$ cat config.mk
export PLATFORM = sky130hd
export DESIGN_NAME = pidc_mult
export DESIGN_NICKNAME = d
export VERILOG_FILES = /design/src/rtl/assert_macros.svh /design/src/rtl/pidc_pkg.sv /design/src/rtl/pidc_mult.sv
export SDC_FILE = /design/constraint.sdc
export NUM_CORES = 2
export LEC_CHECK = 0
export BUFFER_PORTS_ARGS = -buffer_cell sky130_fd_sc_hd__buf_2
export CAP_MARGIN = 0
export CORE_ASPECT_RATIO = 1.75
export CORE_MARGIN = 2
export CORE_UTILIZATION = 30
export DETAILED_ROUTE_END_ITERATION = 10
export GPL_ROUTABILITY_DRIVEN = 0
export GPL_TIMING_DRIVEN = 0
export PLACE_DENSITY = 0.49
export SKIP_LAST_GASP = 1
export SYNTH_ARGS = -nofsm -noshare
export SYNTH_HDL_FRONTEND = slang
export SYNTH_SLANG_ARGS = --single-unit
$ cat constraint.sdc
create_clock -name i_clk -period 10.9 [get_ports i_clk]
set_input_delay 2.18 -clock i_clk [delete_from_list [all_inputs] [get_ports i_clk]]
set_output_delay 2.18 -clock i_clk [all_outputs]
set_load 0.02 [all_outputs]
$ cat src/rtl/assert_macros.svh
// Assertion macros for the RTL of the PID controller.
// No dependencies; the macros expand to nothing when SYNTHESIS is defined.
`ifndef ASSERT_MACROS_SVH
`define ASSERT_MACROS_SVH
`ifndef SYNTHESIS
// Concurrent check, switched off while reset is held.
`define PIDC_ASSERT(lbl, clk, rst_n, prop) \
    lbl: assert property (@(posedge clk) disable iff (!rst_n) prop) \
        else $error("pidc assertion failed");
// Concurrent check that also holds during reset.
`define PIDC_ASSERT_ALWAYS(lbl, clk, prop) \
    lbl: assert property (@(posedge clk) prop) \
        else $error("pidc assertion failed");
`else
`define PIDC_ASSERT(lbl, clk, rst_n, prop)
`define PIDC_ASSERT_ALWAYS(lbl, clk, prop)
`endif
`endif

$ cat src/rtl/pidc_pkg.sv
// Package of the PID controller: widths, reset values, register indexes
// and the beat types passed between the pipeline stages. No dependencies.
`timescale 1ns / 1ps
package pidc_pkg;

    localparam int MEAS_W     = 32;
    localparam int GAIN_W     = 20;
    localparam int LIM_W      = 16;
    localparam int SUM_W      = 16;
    localparam int ERR_W      = MEAS_W + 1;
    localparam int DELTA_W    = ERR_W + 1;
    localparam int P_W        = GAIN_W + ERR_W;
    localparam int I_W        = GAIN_W + SUM_W;
    localparam int D_W        = GAIN_W + DELTA_W;
    localparam int ACC_W      = D_W + 2;
    localparam int CFG_IDX_W  = 3;
    localparam int CFG_DATA_W = 32;
    localparam int OUT_W      = 16;

    localparam int DEF_GAIN_FRAC_BITS = 12;

    localparam logic signed [MEAS_W-1:0] SETPOINT_RST  = 32'sd60000;
    localparam logic signed [GAIN_W-1:0] PROP_GAIN_RST = 20'sd410;
    localparam logic signed [GAIN_W-1:0] INT_GAIN_RST  = 20'sd0;
    localparam logic signed [GAIN_W-1:0] DER_GAIN_RST  = 20'sd0;
    localparam logic signed [LIM_W-1:0]  UPPER_RST     = 16'sd250;
    localparam logic signed [LIM_W-1:0]  LOWER_RST     = -16'sd250;

    typedef enum logic [CFG_IDX_W-1:0] {
        REG_SETPOINT    = 3'd0,
        REG_PROP_GAIN   = 3'd1,
        REG_INT_GAIN    = 3'd2,
        REG_DER_GAIN    = 3'd3,
        REG_UPPER_LIMIT = 3'd4,
        REG_LOWER_LIMIT = 3'd5
    } t_reg_idx;

    typedef struct packed {
        logic signed [MEAS_W-1:0] setpoint;
        logic signed [GAIN_W-1:0] prop_gain;
        logic signed [GAIN_W-1:0] integral_gain_scaled;
        logic signed [GAIN_W-1:0] deriv_gain_scaled;
        logic signed [LIM_W-1:0]  upper_limit;
        logic signed [LIM_W-1:0]  lower_limit;
    } t_cfg;

    typedef struct packed {
        logic signed [ERR_W-1:0]   err;
        logic signed [DELTA_W-1:0] delta;
        logic signed [SUM_W-1:0]   sum;
    } t_err_beat;

    typedef struct packed {
        logic signed [P_W-1:0] p_term;
        logic signed [I_W-1:0] i_term;
        logic signed [D_W-1:0] d_term;
    } t_prod_beat;

endpackage

$ cat src/rtl/pidc_mult.sv
// Multiplier stage of the PID controller: the three gain products.
// Depends on pidc_pkg.
`timescale 1ns / 1ps
module pidc_mult import pidc_pkg::*; (
    input  logic       i_clk,
    input  logic       i_rst_n,
    input  t_cfg       i_cfg,
    input  logic       i_valid,
    output logic       o_ready,
    input  t_err_beat  i_beat,
    output logic       o_valid,
    input  logic       i_ready,
    output t_prod_beat o_beat
);

    logic       r_v;
    t_prod_beat r_beat;
    t_prod_beat n_beat;
    logic       w_ready;

    assign w_ready = !r_v || i_ready;
    assign o_ready = w_ready;
    assign o_valid = r_v;
    assign o_beat  = r_beat;

    always_comb begin
        n_beat.p_term = P_W'(i_cfg.prop_gain) * P_W'(i_beat.err);
        n_beat.i_term = I_W'(i_cfg.integral_gain_scaled) * I_W'(i_beat.sum);
        n_beat.d_term = D_W'(i_cfg.deriv_gain_scaled) * D_W'(i_beat.delta);
    end

    always_ff @(posedge i_clk) begin
        if (!i_rst_n) begin
            r_v <= 1'b0;
        end else if (w_ready) begin
            r_v <= i_valid;
        end
    end

    always_ff @(posedge i_clk) begin
        if (i_valid && w_ready) r_beat <= n_beat;
    end

endmodule

==> run_results.csv <==
group,metric,value,unit
clocking,cts_root_buffer,"sky130_fd_sc_hd__clkbuf_16",
drt,drt_first_pass_iters,5,
clocking,clock_path_buffers,3,
worst_hold_path,hold_depth,2,
sta,grt_setup_unrepaired,"no",
drt,route.final.wire_length,217,mm
synth,post_synth_inst_count,6715,
clocking,cts-hold-fix-buffers,0,
global_routing,grt_max_degree,50,
layout,nFillCells,22000,
drt,count_of_nets_left_with_antenna_violations_after_detail_routing,0,
worst_setup_path,max_fo_critical_path,10,
layout,nets,9162,
floorplan,die_x,351,um
sta,hold_viol_final,0,
drt,vias,45700,
floorplan,rows,222,
global_routing,grt_first_pass_wirelength,327,mm
placement,hpwl,189,mm
worst_hold_path,worstHoldPathType,"flop to flop",
sta,max_freq,95.2,MHz
worst_setup_path,critical-path-slowest-cell,"sky130_fd_sc_hd__clkbuf_1",
worst_setup_path,worst_setup_start_kind,"input port",
clocking,htree_num_levels,4,
floorplan,area_enclosed_by_the_die_boundary,0.214,mm2
synth,count_of_cell_types_in_the_netlist,71,
sta,final.min_clock_period,10.50,ns
sta,drv_slew,0,
floorplan,start_util,30.2,%
synth,synth.yosys.seq_area_share,6.83,%
run,drv_cap,0,
floorplan,placeableCoreArea,0.209,mm2
synth,synth-edff-count,143,
floorplan,io_pins,356,
synth,yosysWarningCount,0,
clocking,clock_sink_count,144,
clocking,clk_transition_reported_paths,0.10,ns
worst_setup_path,cpMostUsedCell,"sky130_fd_sc_hd__fa_1",
synth,async_flop_share,0,%
drt,drc_violations_left,0,
synth,synth.avg_cell_area,9.40,um2
layout,final_layout_size_suffix_gt1_share,3.93,%
sta,setup_viol,0,
drt,avgViaCountPerCell,4.68,
worst_setup_path,timing.critical_path.arrival,10.80,ns
synth,synth.ff_latch_count,144,
global_routing,grt_pass1_vias,53000,
worst_setup_path,cp_data_required_time,11.20,ns
synth,synthesis.nets,8928,
global_routing,gr-total-overflow,0,
worst_setup_path,worst_r2r_path_depth,3,
sta,finalWorstSetupSlack,0.398,ns
layout,area_growth_syn_to_layout,8.45,%
placement,dpl_worst_slack,-0.938,ns
worst_setup_path,kind_of_end_point_of_the_critical_path,"flop",
clocking,insertion_delay,0.57,ns
sta,worst_slew_margin_relative_to_its_limit,12.4,%
sta,worst_clock_skew,0.0490,ns
sta,timing_worst_slew_pin_value,1.31,ns
worst_setup_path,r2r_setup_slack,9.26,ns
worst_setup_path,crit_type,"input port to flop",
global_routing,antenna_violations_before_repair,13,
placement,numPortBuffers,203,
worst_setup_path,critical_path.max_stage_delay,0.88,ns
global_routing,grtUsageTotal,21.0,%
floorplan,die_h,611,um
synth,synthDominantAreaCellType,"sky130_fd_sc_hd__fa_1",
drt,routed_wire_length_per_instance,22.2,um
clocking,tritoncts.num_buffers,25,
run_status,outcome,"finished, final reports clean",
synth,most_used_flip_flop_cell_after_synthesis,"sky130_fd_sc_hd__edfxtp_1",
clocking,cts_tree,"built",
drt,first_iter_violations,1939,
clocking,postCtsSetupBuffers,0,
sta,min_period_over_period,96.4,%
synth,yosys-top-cells-area,"sky130_fd_sc_hd__fa_1 52%, sky130_fd_sc_hd__inv_1 11%, sky130_fd_sc_hd__and2_1 7.9%",
synth,synth_top_area_share,52.1,%
synth,post_synth_instance_area,0.0631,mm2
[cell usage after synthesis, types with 10 or more instances]
master / number
sky130_fd_sc_hd__inv_1: 1788
sky130_fd_sc_hd__fa_1: 1644
sky130_fd_sc_hd__nand2_1: 851
sky130_fd_sc_hd__and2_1: 801
sky130_fd_sc_hd__ha_1: 358
sky130_fd_sc_hd__clkbuf_1: 320
sky130_fd_sc_hd__edfxtp_1: 143
sky130_fd_sc_hd__a21oi_1: 125
sky130_fd_sc_hd__xnor2_1: 119
sky130_fd_sc_hd__nor2_1: 114
sky130_fd_sc_hd__a21o_1: 64
sky130_fd_sc_hd__o21ai_0: 48
sky130_fd_sc_hd__nand2b_1: 43
sky130_fd_sc_hd__xor2_1: 33
sky130_fd_sc_hd__nand3_1: 26
sky130_fd_sc_hd__o21bai_1: 23
sky130_fd_sc_hd__a211oi_1: 17
sky130_fd_sc_hd__nor3_1: 17
sky130_fd_sc_hd__nor2b_1: 16
sky130_fd_sc_hd__o21ai_1: 16
sky130_fd_sc_hd__o21a_1: 15
sky130_fd_sc_hd__and3_1: 10
[worst paths after layout]
check                                   end      start
worst max register to register  o_beat[140]    o_valid
worst min register to register      o_valid    o_valid
worst min-delay path                o_valid    o_valid
worst max-delay path             o_beat[51]  i_cfg[35]
[critical path, delay by kind of cell]
family / cells / cell delay [ns]
buffers and inverters: 6 / 1.46
and+or+nand+nor: 4 / 0.81
xor gates and xnor gates: 1 / 0.12
adders and majority gates: 8 / 3.75
AOI/OAI and AO/OA: 6 / 2.46
[cells by family (layout without fill, tap and decap cells)]
family	count (synthesis)	in the layout	synth area share, %
muxes	2	2	0.0317
xor gates and xnor gates	152	152	2.11
adders and majority gates	2002	2002	59.2
other	0	7	0
buffers and inverters	2115	2354	12.6
AOI/OAI and AO/OA	391	391	4.14
and+or+nand+nor	1909	1909	15.1
DFF	144	144	6.83
[sequential cells by signal (all words and copies together) (netlist names)]
signal   flops
o_beat     143
o_valid      1
[area by class of cell]
| class | instances | area [um2] | area share (%) |
|---|---|---|---|
| tap | 2800 | 3500 | 5.12 |
| inverter | 1789 | 6720 | 9.81 |
| sequential | 144 | 4310 | 6.30 |
| buffer | 326 | 1240 | 1.81 |
| antenna | 7 | 17.5 | 0.0256 |
| clock buffer | 26 | 639 | 0.934 |
| multi-input combinational | 4456 | 50900 | 74.3 |
| timing repair buffer | 207 | 1100 | 1.61 |
| clock inverter | 6 | 51.3 | 0.0749 |
[per-stage QoR]
stage               cell area, um2  hold slack (ns)  cells  util (%)  TNS, ns
floorplan                    63100            0.750   6715         -        0
global placement             67700            0.503   9718      32.3    -4.91
detailed placement           67700            0.534   9722      32.4    -4.42
CTS                          68400            0.547   9754      32.7        0
global route                 68400            0.597   9755      32.7        0
finish                       68500            0.545   9761      32.7        0
[metal layers]
metal | vias up | global-route usage (%) | part of all wire, %
met5 | - | 0 | 0.015
met2 | 1401 | 41.0 | 56
met1 | 23900 | 19.1 | 30
li1 | 19700 | - | -
met3 | 617 | 3.63 | 5.4
met4 | 4 | 14.6 | 8.7
[what timing repair did]
action / in CTS / in global routing
pin swaps: 0 / 0
setup endpoints to repair: 3 / 2
hold endpoints to repair: 0 / 0
gates resized for setup: 2 / 3
[layout by cell type (no fill, tap or decap), drive strengths merged, types with 5 or more instances in the layout]
cell type | Yosys | routed
o211ai | 6 | 6
a31oi | 8 | 8
nor2b | 16 | 16
nand2b | 43 | 43
xor2 | 33 | 33
and2 | 801 | 801
a211oi | 20 | 20
o21ai | 69 | 69
nand3 | 26 | 26
nand3b | 5 | 5
ha | 358 | 358
edfxtp | 143 | 143
fa | 1644 | 1644
diode | 0 | 7
a21oi | 127 | 127
a21boi | 7 | 7
clkbuf | 320 | 345
or2 | 5 | 5
a41oi | 5 | 5
o21bai | 23 | 23
a21o | 64 | 64
and3 | 10 | 10
nor2 | 115 | 115
nand2 | 851 | 851
o31ai | 8 | 8
a221oi | 5 | 5
o21a | 15 | 15
clkinv | 0 | 5
inv | 1789 | 1789
nand4 | 9 | 9
buf | 6 | 213
nor3 | 17 | 17
xnor2 | 119 | 119
Power is not shown: default switching activity piles up to over one toggle a cycle in this logic, so the estimate is an artifact.
